==> src/rtl/ocr_pkg.sv <==
// Shared constants, types and helper functions of the outline coverage rasterizer.
`default_nettype none
package ocr_pkg;

  localparam int GRID_WIDTH_DEF  = 32;
  localparam int GRID_HEIGHT_DEF = 32;
  localparam int COORD_W         = 12;
  localparam int CFG_W           = 6;
  localparam int CFG_RESET       = 32;
  localparam int ROW_W           = 5;
  localparam int PIX_W           = 8;
  localparam int OP_W            = 14;
  localparam int MUL_W           = 2 * OP_W;
  localparam int NUM_W           = 26;
  localparam int DEN_W           = 13;
  localparam int QUO_W           = 12;
  localparam int ACC_W           = 16;
  localparam int CELL_W          = 16;
  localparam int UNIT            = 127;
  localparam int AREA_MAX        = 254;
  localparam int COVER_MAX       = 127;
  localparam int PIX_MAX         = 255;

  typedef enum logic [4:0] {
    S_IDLE, S_INIT, S_STEP, S_CMPA, S_CMPB, S_TAKE,
    S_COIN1, S_COIN2, S_COIN3,
    S_I1, S_I2, S_I3, S_IW,
    S_PC, S_PA, S_PR, S_PW, S_PN,
    S_RBASE, S_RRD, S_RMUL, S_RSUM, S_ROUT
  } state_t;

  typedef enum logic {
    FUNC_LINE    = 1'b0,
    FUNC_RESOLVE = 1'b1
  } func_t;

  // Quotient by 127 through a reciprocal multiply and one correction step.
  function automatic logic [8:0] div127(input logic [15:0] v);
    logic [26:0] m;
    logic [8:0]  q;
    logic [15:0] r;
    m = 27'(v) * 27'(1032);
    q = 9'(m >> 17);
    r = v - 16'(q) * 16'(UNIT);
    if (r >= 16'(UNIT)) begin
      q = q + 9'd1;
    end
    return q;
  endfunction

  function automatic logic signed [OP_W-1:0] to_op(input logic [COORD_W-1:0] v);
    return $signed({{(OP_W-COORD_W){1'b0}}, v});
  endfunction

endpackage
`default_nettype wire

==> src/rtl/ocr_div.sv <==
// Restoring divider, one quotient bit per cycle, for crossing interpolation.
`default_nettype none
module ocr_div (
  input  wire logic                        clk,
  input  wire logic                        rst_n,
  input  wire logic                        start,
  input  wire logic [ocr_pkg::NUM_W-1:0]   num,
  input  wire logic [ocr_pkg::DEN_W-1:0]   den,
  output logic                             done,
  output logic [ocr_pkg::QUO_W-1:0]        quo
);

  localparam int CW = $clog2(ocr_pkg::QUO_W);

  logic                      run_r, run_nxt;
  logic                      done_r, done_nxt;
  logic [CW-1:0]             cnt_r, cnt_nxt;
  logic [ocr_pkg::NUM_W-1:0] rem_r, rem_nxt;
  logic [ocr_pkg::DEN_W-1:0] den_r, den_nxt;
  logic [ocr_pkg::QUO_W-1:0] quo_r, quo_nxt;
  logic [ocr_pkg::NUM_W-1:0] sh;

  always_ff @(posedge clk) begin
    if (!rst_n) begin
      run_r  <= 1'b0;
      done_r <= 1'b0;
    end else begin
      run_r  <= run_nxt;
      done_r <= done_nxt;
    end
    cnt_r <= cnt_nxt;
    rem_r <= rem_nxt;
    den_r <= den_nxt;
    quo_r <= quo_nxt;
  end

  always_comb begin
    run_nxt  = run_r;
    done_nxt = 1'b0;
    cnt_nxt  = cnt_r;
    rem_nxt  = rem_r;
    den_nxt  = den_r;
    quo_nxt  = quo_r;
    sh       = ocr_pkg::NUM_W'(den_r) << cnt_r;
    if (start) begin
      run_nxt = 1'b1;
      cnt_nxt = CW'(ocr_pkg::QUO_W - 1);
      rem_nxt = num;
      den_nxt = den;
      quo_nxt = '0;
    end else if (run_r) begin
      if (rem_r >= sh) begin
        rem_nxt = rem_r - sh;
        quo_nxt = {quo_r[ocr_pkg::QUO_W-2:0], 1'b1};
      end else begin
        quo_nxt = {quo_r[ocr_pkg::QUO_W-2:0], 1'b0};
      end
      if (cnt_r == '0) begin
        run_nxt  = 1'b0;
        done_nxt = 1'b1;
      end else begin
        cnt_nxt = cnt_r - CW'(1);
      end
    end
  end

  assign done = done_r;
  assign quo  = quo_r;

endmodule
`default_nettype wire

==> config.mk <==
export PLATFORM = sky130hd
export DESIGN_NAME = ocr_div
export DESIGN_NICKNAME = d
export VERILOG_FILES = /design/src/rtl/ocr_pkg.sv /design/src/rtl/ocr_div.sv
export SDC_FILE = /design/constraint.sdc
export NUM_CORES = 1
export LEC_CHECK = 0
export BUFFER_PORTS_ARGS = -buffer_cell sky130_fd_sc_hd__buf_2
export CAP_MARGIN = 20
export CELL_PAD_IN_SITES_DETAIL_PLACEMENT = 0
export CELL_PAD_IN_SITES_GLOBAL_PLACEMENT = 1
export CORE_MARGIN = 8
export CORE_UTILIZATION = 49
export CTS_CLUSTER_DIAMETER = 150
export DETAILED_ROUTE_END_ITERATION = 10
export GPL_ROUTABILITY_DRIVEN = 0
export PLACE_DENSITY = 0.94
export SYNTH_ARGS = -nofsm -noshare
export SYNTH_HDL_FRONTEND = slang
export SYNTH_SLANG_ARGS = --single-unit
==> constraint.sdc <==
create_clock -name clk -period 8.5 [get_ports clk]
set_input_delay 1.7 -clock clk [delete_from_list [all_inputs] [get_ports clk]]
set_output_delay 1.7 -clock clk [all_outputs]
set_load 0.01 [all_outputs]
# After elaboration in Yosys (flattened, before gate mapping)

Cells that the tools add are included.

Multiply operators: 0
Bitwise operators: 3
Add/subtract/negate cells: 2
Reduce and logical (&&, ||, !) cells: 6
Shift-type cells: 1
Multiplexer cells: 8
$lt $le $gt $ge: 1
Eq/ne operators: 0
Divide/modulo/power cells: 0

Operators with widths:

| kind                                             | count |
|---|---|
| two-way mux 26 bit                               | 3 |
| greater-or-equal comparator 26 bit               | 1 |
| << shifter 13 x 4 -> 26 bit                      | 1 |
| subtractor 26 bit                                | 1 |
| two-way mux 1 bit                                | 5 |
| zero test 4 bit                                  | 1 |
| AND reduction 2 bit                              | 2 |
| nonzero test 2 bit                               | 2 |
| subtractor 4 x 1 -> 4 bit, second input constant | 1 |
| inverter 1 bit                                   | 3 |
| OR reduction 3 bit                               | 1 |

RAM bits: 0
Output and inout bits: 13
Memories: 0
Latch bits: 0
Memory bits (read-only): 0
Logic and storage cells: 27
Bits of input ports: 42
Bits in registers: 57

# Depth between registers and ports, before layout

Gate-level depths: netlist of run 1.

Depth in word-level cells: 5
Mapped depth: 16
Depth with buffers taken out: 13

# Least setup slack after synthesis of run 1

Ideal clock, no wire load.

Kind: reg2reg
Start: register cnt_r[1]
End: register rem_r[0] (netlist bit) (enable)
Setup slack: 3.403 ns
Data arrival time: 4.672 ns
Buffers on the path: 3
Cell stages (with the launch flop): 15
Period minus slack after synthesis: 5.097 ns
Required time: 8.075 ns
Setup time: 0.425 ns
Path through: dfxtp_1 clkbuf_1 clkbuf_1 mux4_2 nand2_1 o21ai_0 o21ai_0 ha_1 bufbuf_16 nand2_2 or4_1 or4_1 a21boi_1 o31ai_1 a31oi_1

Longest elaborated chain between the ends: 4

RTL lines:

| what                                 | line          | RTL |
|---|---|---|
| start: declaration                   | ocr_div.sv:17 | `logic [CW-1:0] cnt_r, cnt_nxt;` |
| start signal: assignment             | ocr_div.sv:31 | `cnt_r <= cnt_nxt;` |
| << shifter 13 x 4 -> 26 bit          | ocr_div.sv:44 | `sh = ocr_pkg::NUM_W'(den_r) << cnt_r;` |
| greater-or-equal comparator 26 bit   | ocr_div.sv:52 | `if (rem_r >= sh) begin` |
| nonzero test 2 bit (no source line)  | -             |  |
| AND reduction 2 bit (no source line) | -             |  |
| end signal: assignment               | ocr_div.sv:32 | `rem_r <= rem_nxt;` |
| end: declaration                     | ocr_div.sv:18 | `logic [ocr_pkg::NUM_W-1:0] rem_r, rem_nxt;` |

Every way passes these cells.
A chain may end at the register's enable or synchronous reset.

# Worst setup path after layout of run 1

Start: register cnt_r[0]
End: register rem_r[13] (netlist bit) (enable)

The elaborated chain is that of the path after synthesis.

==> results of run 1 <==
[area by class of cell]
cell class / count / area, um^2
fillers: 766 / 3815
multi-input cells: 376 / 2616
flip-flops and latches: 57 / 1531
repair buffers: 57 / 292.8
clock buffers: 13 / 170.2
well taps: 108 / 135.1
inverters: 16 / 60.06
clock inverters: 3 / 15.01
[final timing paths]
kind / from / endpoint / cells after the start
hold / removal: quo[11] / quo[11] / 2
hold reg to reg: quo[11] / quo[11] / 2
setup / recovery: cnt_r[0] / rem_r[13] / 13
setup reg to reg: cnt_r[0] / rem_r[13] / 13
[routing by layer]
layer  GRT usage [%]  part of all wire [%]  vias to the layer above
met5               0                     0                        -
met3           4.128                   7.4                       16
met1           25.39                    47                     1739
met2           28.81                    45                      139
met4           6.943                   1.4                        0
li1                -                     -                     1855
[kinds of logic after synthesis]
| kind of cell | synth area share, % |
|---|---|
| buffers and inverters | 4.363 |
| xor gates and xnor gates | 3.236 |
| DFF | 35.37 |
| and+or+nand+nor | 17.63 |
| AOI/OAI and AO/OA | 20.52 |
| adders and majority gates | 8.263 |
| muxes | 10.63 |
[state kept, by name (all words and copies together), names as in the netlist]
signal,flops
rem_r,26
den_r,13
quo,12
cnt_r,4
done,1
run_r,1
[metrics by stage]
| stage | hold slack (ns) | instances | util, % |
|---|---|---|---|
| after global routing | 0.5383 | 630 | 55.82 |
| after CTS | 0.5209 | 630 | 55.82 |
| final | 0.5047 | 630 | 55.82 |
| after detailed placement | 0.5050 | 614 | 53.68 |
| after floorplan | 0.5313 | 474 | - |
| after global placement | 0.4721 | 614 | 53.68 |
[power by group through the flow]
stage          logic [mW]  registers (mW)  clock network, mW
3_5_place_dp        0.615           0.402                  0
6_report            0.636           0.397              0.237
5_1_grt             0.692           0.402              0.255
2_1_floorplan       0.512           0.384                  0
4_1_cts             0.622           0.396              0.243
3_3_place_gp        0.606           0.401                  0
[placed cells by master, fill, tap and decap left out, types with 3 or more instances in the layout]
master and count:
a211oi_1 5, a21o_1 5, a21oi_1 30, a22oi_1 5
a311oi_1 3, a31oi_1 3, and2_1 3, and3_1 3
and4_1 3, buf_2 54, buf_4 3, clkbuf_8 10
clkinv_2 3, dfxtp_1 18, edfxtp_1 39, ha_1 27
inv_1 16, mux2_2 8, mux2i_1 19, mux4_2 8
nand2_1 62, nand2b_1 6, nand3_1 12, nand4_1 4
nor2_1 38, nor2b_1 8, nor3_1 9, o2111ai_1 3
o211ai_1 6, o21a_1 8, o21ai_0 35, o21bai_1 3
o311ai_0 3, o31ai_1 6, or2_2 5, xnor2_1 11
xor2_1 5
[worst reg2reg max path: stages, from the launching register on]
cell and delay [ns]:
dfxtp_1 0.85, mux4_2 0.61, nor2b_1 0.14, a31oi_1 0.21
nand2_1 0.07, o21ai_0 0.14, ha_1 0.28, nand2_2 0.13
or4_1 0.53, or4_1 0.40, a21boi_1 0.16, o31ai_1 0.13
a31oi_2 0.67, buf_4 0.37
==> flow_summary.yaml, run 1 <==
sta:
  clock_skew_ns: 0.009886
  setup_ws_ns: 3.477
  tns_ns: 0
  worst_slew_pin_slew_ns: 0.8137
  fin_crit_sh_pct: 59.09
  finalHoldViolations: 0
  slew_viol_final: 0
  layout_min_cycle_time_ns: 5.023
  rsz0062_at_grt: "false"
  slew_headroom_pct: 45.68
  final-setup-viol-count: 0
  max_freq_ghz: 0.1991
synthesis:
  syn_area_um2: 4330
  ys_seq_elements: 57
  ys_warn_count: 0
  synth-seq-area-share_pct: 35.37
  netlist_instances: 474
  synth_edf_count: 39
  synth_area_leaders: "edfxtp_1, dfxtp_1, ha_1"
  avgSynthCellArea_um2: 9.136
  yosysTopAreaCell: "edfxtp_1"
  syn_nets: 544
  netlist-cell-type-count: 61
  synth_top_area_share_pct: 27.04
  yosys.cell_count.top_type: "nand2_1"
  synthTopCellsByCount: "nand2_1, edfxtp_1, nor2_1, o21ai_0, a21oi_1"
  ys.flop_type: "edfxtp_1"
  synth-async-reset-ratio_pct: 0
power:
  p_int_mw: 0.7498
  p_leak_nw: 1.985
  powerDensity_nw_per_um2: 263.5
  combPwrFrac_pct: 50.1
  ir_worst_vdd_mv: 0.1049
  p_total_mw: 1.270
  p_seq_share_pct: 31.3
  pwr-share-clk_pct: 18.7
  p_sw_mw: 0.5203
  swShare_pct: 40.96
placed_design:
  place_hpwl_um: 8452
  io_buffer_count: 54
  placed_area_um2: 4636
  post-place-ws_ns: 3.507
routing:
  wl_per_cell_um: 17.83
  vias_per_cell: 5.951
  ant_nets: 0
  num_vias: 3749
  dr.pass1.iters: 5
  drcViolationCount: 0
  drtIter0Drc: 329
  drt_wl_total_um: 11230
cts:
  root_buffer: "clkbuf_8"
  path_clk_slew_ns: 0.07
  h-tree-depth: 3
  hold_buffers: 0
  cts_resized: 0
  cts_setup_buffers: 0
  insertion_delay_ns: 0.34
  cts.sinks: 57
  tritoncts: "yes"
  clk_path_buf_depth: 2
  cts_buffers: 9
floorplan:
  fp.dieW_um: 110.0
  io_pins: 55
  rows: 34
  start_util_pct: 50.14
  die_area_um2: 12100
  core_area_um2: 8636
  chipHeight_um: 110.0
critical_path:
  cp_top_family: "compound AO/OA/AOI/OAI gates"
  critPathMaxFanout: 18
  crit_path_top_delay_cell: "dfxtp_1"
  crit_top_cell: "or4_1"
  rrSetupSlack_ns: 3.48
  crit_path_start_kind: "flop"
  path_class: "reg -> reg"
  end_kind: "flop"
  max_stage_delay_ns: 0.85
  worstPathRequired_ns: 8.52
  crit_chain: "mux4_2 -> nor2b_1 -> a31oi_1 -> nand2_1 -> o21ai_0 -> ha_1 -> nand2_2 -> or4_1 -> or4_1 -> a21boi_1 -> o31ai_1 -> a31oi_2 -> buf_4"
  cp.arrival_ns: 5.04
  worst-path-buf-inv: 1
layout:
  final_nets: 587
  drive_gt1_share_pct: 19.16
  area_delta_synth_final_pct: 11.33
  final_area_um2: 4821
  diodes: 0
outcome:
  outcome: "completed"
global_route:
  grt_max_degree: 53
  antenna_found_initial: 0
  track_usage_pct: 18.79
  overflow: 0
  grt_pass1_wl_um: 17680
  grt_pass1_vias: 3577
min_path:
  min_path_type: "reg -> reg"
run:
  maxCapViolations: 0
Power figures use the tool's default switching activity.
==> inputs of run 2 (changes only) <==
--- a/config.mk
+++ b/config.mk
@@ -10,11 +10,11 @@
 export CELL_PAD_IN_SITES_DETAIL_PLACEMENT = 0
 export CELL_PAD_IN_SITES_GLOBAL_PLACEMENT = 1
 export CORE_MARGIN = 8
-export CORE_UTILIZATION = 49
+export CORE_UTILIZATION = 45
 export CTS_CLUSTER_DIAMETER = 150
 export DETAILED_ROUTE_END_ITERATION = 10
 export GPL_ROUTABILITY_DRIVEN = 0
-export PLACE_DENSITY = 0.94
+export PLACE_DENSITY = 0.88
 export SYNTH_ARGS = -nofsm -noshare
 export SYNTH_HDL_FRONTEND = slang
 export SYNTH_SLANG_ARGS = --single-unit
==> constraint.sdc (replaced) <==
create_clock -name clk -period 4.9 [get_ports clk]
set_input_delay 0.98 -clock clk [delete_from_list [all_inputs] [get_ports clk]]
set_output_delay 0.98 -clock clk [all_outputs]
set_load 0.01 [all_outputs]
==> run 2 against run 1 <==
Against the previous run: sequential power increased by 73%; die area increased by 7.6%; fmax increased by 14%; flip-flop and latch count unchanged; global-route usage decreased by 0.63 points; clock skew increased by 0.0032 ns; routed wire length increased by 3.0%; clock power increased by 80%; via count increased by 3.1%; power increased by 76%; worst hold slack got worse by 0.0082 ns.
==> flow_summary.yaml, run 2 (same netlist as run 1, synthesis figures left out) <==
outcome:
  outcome: "completed"
routing:
  vias_per_cell: 5.866
  drtIter0Drc: 314
  wl_per_cell_um: 17.55
  drcViolationCount: 0
  ant_nets: 0
  drt_wl_total_um: 11570
  num_vias: 3866
  dr.pass1.iters: 5
floorplan:
  fp.dieW_um: 114.1
  core_area_um2: 9549
  io_pins: 55
  rows: 36
  start_util_pct: 45.35
  chipHeight_um: 114.1
  die_area_um2: 13020
cts:
  cts_buffers: 9
  root_buffer: "clkbuf_8"
  tritoncts: "yes"
  h-tree-depth: 3
  cts.sinks: 57
  hold_buffers: 0
  path_clk_slew_ns: 0.06
  insertion_delay_ns: 0.36
  cts_setup_buffers: 0
  cts_resized: 0
  clk_path_buf_depth: 2
critical_path:
  crit_path_start_kind: "flop"
  path_class: "reg -> reg"
  worstPathRequired_ns: 4.94
  end_kind: "flop"
  critPathMaxFanout: 15
  cp.arrival_ns: 4.46
layout:
  final_cell_mix: "nand2_1, buf_2, edfxtp_1, nor2_1, o21ai_0"
  final_area_um2: 4891
  top_register: "rem_r"
  mostFrequentLayoutCell: "nand2_1"
  area_delta_synth_final_pct: 12.94
  drive_gt1_share_pct: 19.77
  final_nets: 591
  diodes: 0
  fin_util_pct: 51.22
  largest_register_ffs: 26
  stdcell_count: 659
  fill_cells: 942
power:
  p_total_mw: 2.233
  p_leak_nw: 2.007
  ir_worst_vdd_mv: 0.2411
  powerDensity_nw_per_um2: 456.5
global_route:
  grt-busiest-layer: "met2"
  overflow: 0
  grt.met2_usage_pct: 28.08
  grt_pass1_wl_um: 18340
  antenna_found_initial: 0
  grt_use_met1_pct: 22.21
  grt_max_degree: 43
  track_usage_pct: 18.16
  use_met3_pct: 5.591
  grt_pass1_vias: 3783
sta:
  tns_ns: 0
  clock_skew_ns: 0.01312
  slew_viol_final: 0
  finalHoldViolations: 0
  slew_headroom_pct: 47.40
  setup_ws_ns: 0.4829
  whs_ns: 0.4965
  layout_min_cycle_time_ns: 4.417
  fin_crit_sh_pct: 90.15
  rsz0062_at_grt: "false"
  final-setup-viol-count: 0
  max_freq_ghz: 0.2264
  worst_slew_pin_slew_ns: 0.7879
placed_design:
  placed_area_um2: 4697
  place_hpwl_um: 8944
  dpl.cell_count: 643
  io_buffer_count: 54
  post-place-ws_ns: 0.5145
min_path:
  min_path_type: "reg -> reg"
run:
  maxCapViolations: 0
==> run 2: worst max-delay path, cell delays in order (launching register included) <==
cell	delay [ns]
dfxtp_1	0.71
mux4_2	0.61
mux2_2	0.30
a22oi_1	0.33
ha_1	0.31
nand2_1	0.12
or3_1	0.41
a21oi_1	0.35
a211oi_1	0.19
nand4b_1	0.27
a31oi_2	0.22
buf_4	0.29
==> run 2: final timing paths <==
path | slack, ns | endpoint | start | depth (start not counted)
hold reg to reg | 0.50 | quo[11] | quo[11] | 2
hold / removal | 0.50 | quo[11] | quo[11] | 2
setup / recovery | 0.48 | rem_r[4] | cnt_r[0] | 11
setup reg to reg | 0.48 | rem_r[4] | cnt_r[0] | 11
==> run 2: report_power, final <==
group	leakage [nW]	internal [mW]	switching, mW
combinational	1.37	0.448	0.672
sequential	0.532	0.632	0.0537
clock	0.102	0.240	0.186
==> run 2: layer usage <==
layer  part of all wire, %  routed length [um]  up-vias
li1                      -                   -     1875
met1                    45                5149     1806
met2                    44                5051      154
met3                   8.2                 944       31
met4                   3.6                 420        0
met5                     0                   0        -
==> run 2: cell type report <==
cell class | count | area, um^2 | area share (%)
clock inverter | 2 | 10.01 | 0.2047
clock buffer | 14 | 183.9 | 3.761
tap | 133 | 166.4 | 3.402
sequential | 57 | 1531 | 31.31
timing repair buffer | 61 | 322.8 | 6.600
inverter | 16 | 60.06 | 1.228
multi-input combinational | 376 | 2616 | 53.49
==> inputs of run 3 (changes only) <==
--- a/config.mk
+++ b/config.mk
@@ -10,11 +10,12 @@
 export CELL_PAD_IN_SITES_DETAIL_PLACEMENT = 0
 export CELL_PAD_IN_SITES_GLOBAL_PLACEMENT = 1
 export CORE_MARGIN = 8
-export CORE_UTILIZATION = 45
+export CORE_UTILIZATION = 46
+export CTS_BUF_LIST = sky130_fd_sc_hd__clkbuf_8
 export CTS_CLUSTER_DIAMETER = 150
 export DETAILED_ROUTE_END_ITERATION = 10
 export GPL_ROUTABILITY_DRIVEN = 0
-export PLACE_DENSITY = 0.88
+export PLACE_DENSITY = 0.89
 export SYNTH_ARGS = -nofsm -noshare
 export SYNTH_HDL_FRONTEND = slang
 export SYNTH_SLANG_ARGS = --single-unit
==> constraint.sdc (replaced) <==
create_clock -name clk -period 5 [get_ports clk]
set_input_delay 1 -clock clk [delete_from_list [all_inputs] [get_ports clk]]
set_output_delay 1 -clock clk [all_outputs]
set_load 0.01 [all_outputs]
==> run 3 against run 2 <==
Against the previous run: clock skew is 0.0028 ns higher; clock power rose by 15%; combinational power about the same; power up 1.3%; largest power group unchanged; highest routed layer unchanged.
==> flow_summary.yaml, run 3 (same netlist as run 1, synthesis figures left out) <==
outcome:
  outcome: "completed"
layout:
  multiInputGateArea_um2: 2616
  largest_register_ffs: 26
  drive_gt1_share_pct: 19.85
  final_cell_mix: "nand2_1, buf_2, edfxtp_1, nor2_1, o21ai_0"
  regArea_um2: 1531
  top_register: "rem_r"
  diodes: 0
  final_nets: 589
  mostFrequentLayoutCell: "nand2_1"
  stdcell_count: 635
  fill_cells: 850
  area_delta_synth_final_pct: 12.68
sta:
  worst_slew_pin_slew_ns: 0.8034
  clock_skew_ns: 0.01594
  final-setup-viol-count: 0
  rsz0062_at_grt: "false"
  slew_viol_final: 0
  finalHoldViolations: 0
  max_freq_ghz: 0.2216
  tns_ns: 0
  layout_min_cycle_time_ns: 4.512
  fin_crit_sh_pct: 90.25
  slew_headroom_pct: 46.37
cts:
  insertion_delay_ns: 0.36
  root_buffer: "clkbuf_8"
  cts_setup_buffers: 0
  path_clk_slew_ns: 0.07
  hold_buffers: 0
  cts_resized: 0
  tritoncts: "yes"
  cts.sinks: 57
  cts_buffers: 9
  clk_path_buf_depth: 2
  h-tree-depth: 3
global_route:
  grt-busiest-layer: "met2"
  grt_pass1_wl_um: 19110
  track_usage_pct: 18.75
  antenna_found_initial: 0
  overflow: 0
  use_met3_pct: 5.218
  grt.met2_usage_pct: 27.66
  grt_use_met1_pct: 25.17
  grt_max_degree: 39
  grt_pass1_vias: 3853
placed_design:
  dpl.cell_count: 619
  io_buffer_count: 54
  place_hpwl_um: 8845
floorplan:
  rows: 35
  io_pins: 55
  fp.dieW_um: 113.0
  core_area_um2: 9196
  chipHeight_um: 113.0
  start_util_pct: 47.09
  die_area_um2: 12770
run:
  maxCapViolations: 0
critical_path:
  r2r_cells: 13
  crit_chain: "mux2i_1 -> o21ai_0 -> mux2i_1 -> nand2_1 -> o21ai_0 -> ha_1 -> nand2_2 -> or4_1 -> or4_1 -> a21boi_1 -> o31ai_1 -> a31oi_2 -> buf_4"
  crit_path_top_delay_cell: "dfxtp_1"
  max_stage_delay_ns: 0.83
  cp.arrival_ns: 4.55
  crit_path_start_kind: "flop"
  reg2reg_to: "rem_r[11]"
  critPathMaxFanout: 21
  end_kind: "flop"
  path_class: "reg -> reg"
  r2r-start: "cnt_r[1]"
  rrSetupSlack_ns: 0.49
  worstPathRequired_ns: 5.04
power:
  combPwrFrac_pct: 48.4
  swShare_pct: 40.78
  p_leak_nw: 2.010
  ir_worst_vdd_mv: 0.2490
  powerDensity_nw_per_um2: 463.7
  pwr-share-clk_pct: 21.8
  p_seq_share_pct: 29.8
  p_int_mw: 1.340
  p_sw_mw: 0.9226
min_path:
  worstHoldPathCells: 2
  min_path_type: "reg -> reg"
  whs_endpoint: "quo[11]"
  min_from: "quo[11]"
routing:
  vias_per_cell: 5.989
  ant_nets: 0
  dr.pass1.iters: 5
  drt_wl_total_um: 11520
  drtIter0Drc: 357
  wl_per_cell_um: 18.14
  num_vias: 3803
  drcViolationCount: 0
## run 3: power groups by stage
stage	logic, mW	clock network [mW]	registers, mW
after floorplan	0.872	0	0.651
after global placement	1.05	0	0.682
after detailed placement	1.06	0	0.682
after CTS	1.07	0.503	0.674
after global routing	1.21	0.523	0.682
final	1.09	0.493	0.675
## run 3: worst max-delay path: cells and delay by family (launching register included)
| family | cells | cell delay (ns) |
|---|---|---|
| buffers and inverters | 1 | 0.27 |
| muxes | 2 | 0.36 |
| DFF | 1 | 0.83 |
| AOI/OAI and AO/OA | 5 | 1.10 |
| and+or+nand+nor | 4 | 1.13 |
| adders and majority gates | 1 | 0.51 |
## run 3: through the flow
| step | total power, mW | instance area (um^2) | worst slack (ns) | hold slack, ns | utilization, % |
|---|---|---|---|---|---|
| floorplan | 1.523 | 4337 | 0.5179 | 0.5313 | - |
| global placement | 1.729 | 4654 | 0.6157 | 0.4736 | 50.61 |
| detailed placement | 1.742 | 4654 | 0.5892 | 0.4950 | 50.61 |
| CTS | 2.245 | 4880 | 0.5657 | 0.5268 | 53.06 |
| global route | 2.410 | 4880 | 0.1920 | 0.5634 | 53.06 |
| finish | 2.263 | 4880 | 0.4875 | 0.5126 | 53.06 |
## run 3: worst max path at each step
stage	from	end	slack, ns	cells after the start
detailed placement	cnt_r[1]	rem_r[4]	0.59	13
finish	cnt_r[1]	rem_r[11]	0.49	13
global route	cnt_r[1]	rem_r[11]	0.19	13
floorplan	cnt_r[1]	rem_r[0]	0.52	14
CTS	cnt_r[1]	rem_r[11]	0.57	13
global placement	cnt_r[1]	rem_r[0]	0.62	13
## run 3: layout make-up
type                            count  area share [%]
Timing Repair Buffer               59           6.308
Tap cell                          111           2.846
Multi-Input combinational cell    376           53.62
Sequential cell                    57           31.38
Inverter                           16           1.231
Clock inverter                      7           2.077
Clock buffer                        9           2.538
## run 3: metal layers
layer  up-vias  routed length [um]
li1       1870                   -
met1      1774                5294
met2       135                5112
met3        24                 867
met4         0                 243
met5         -                   0
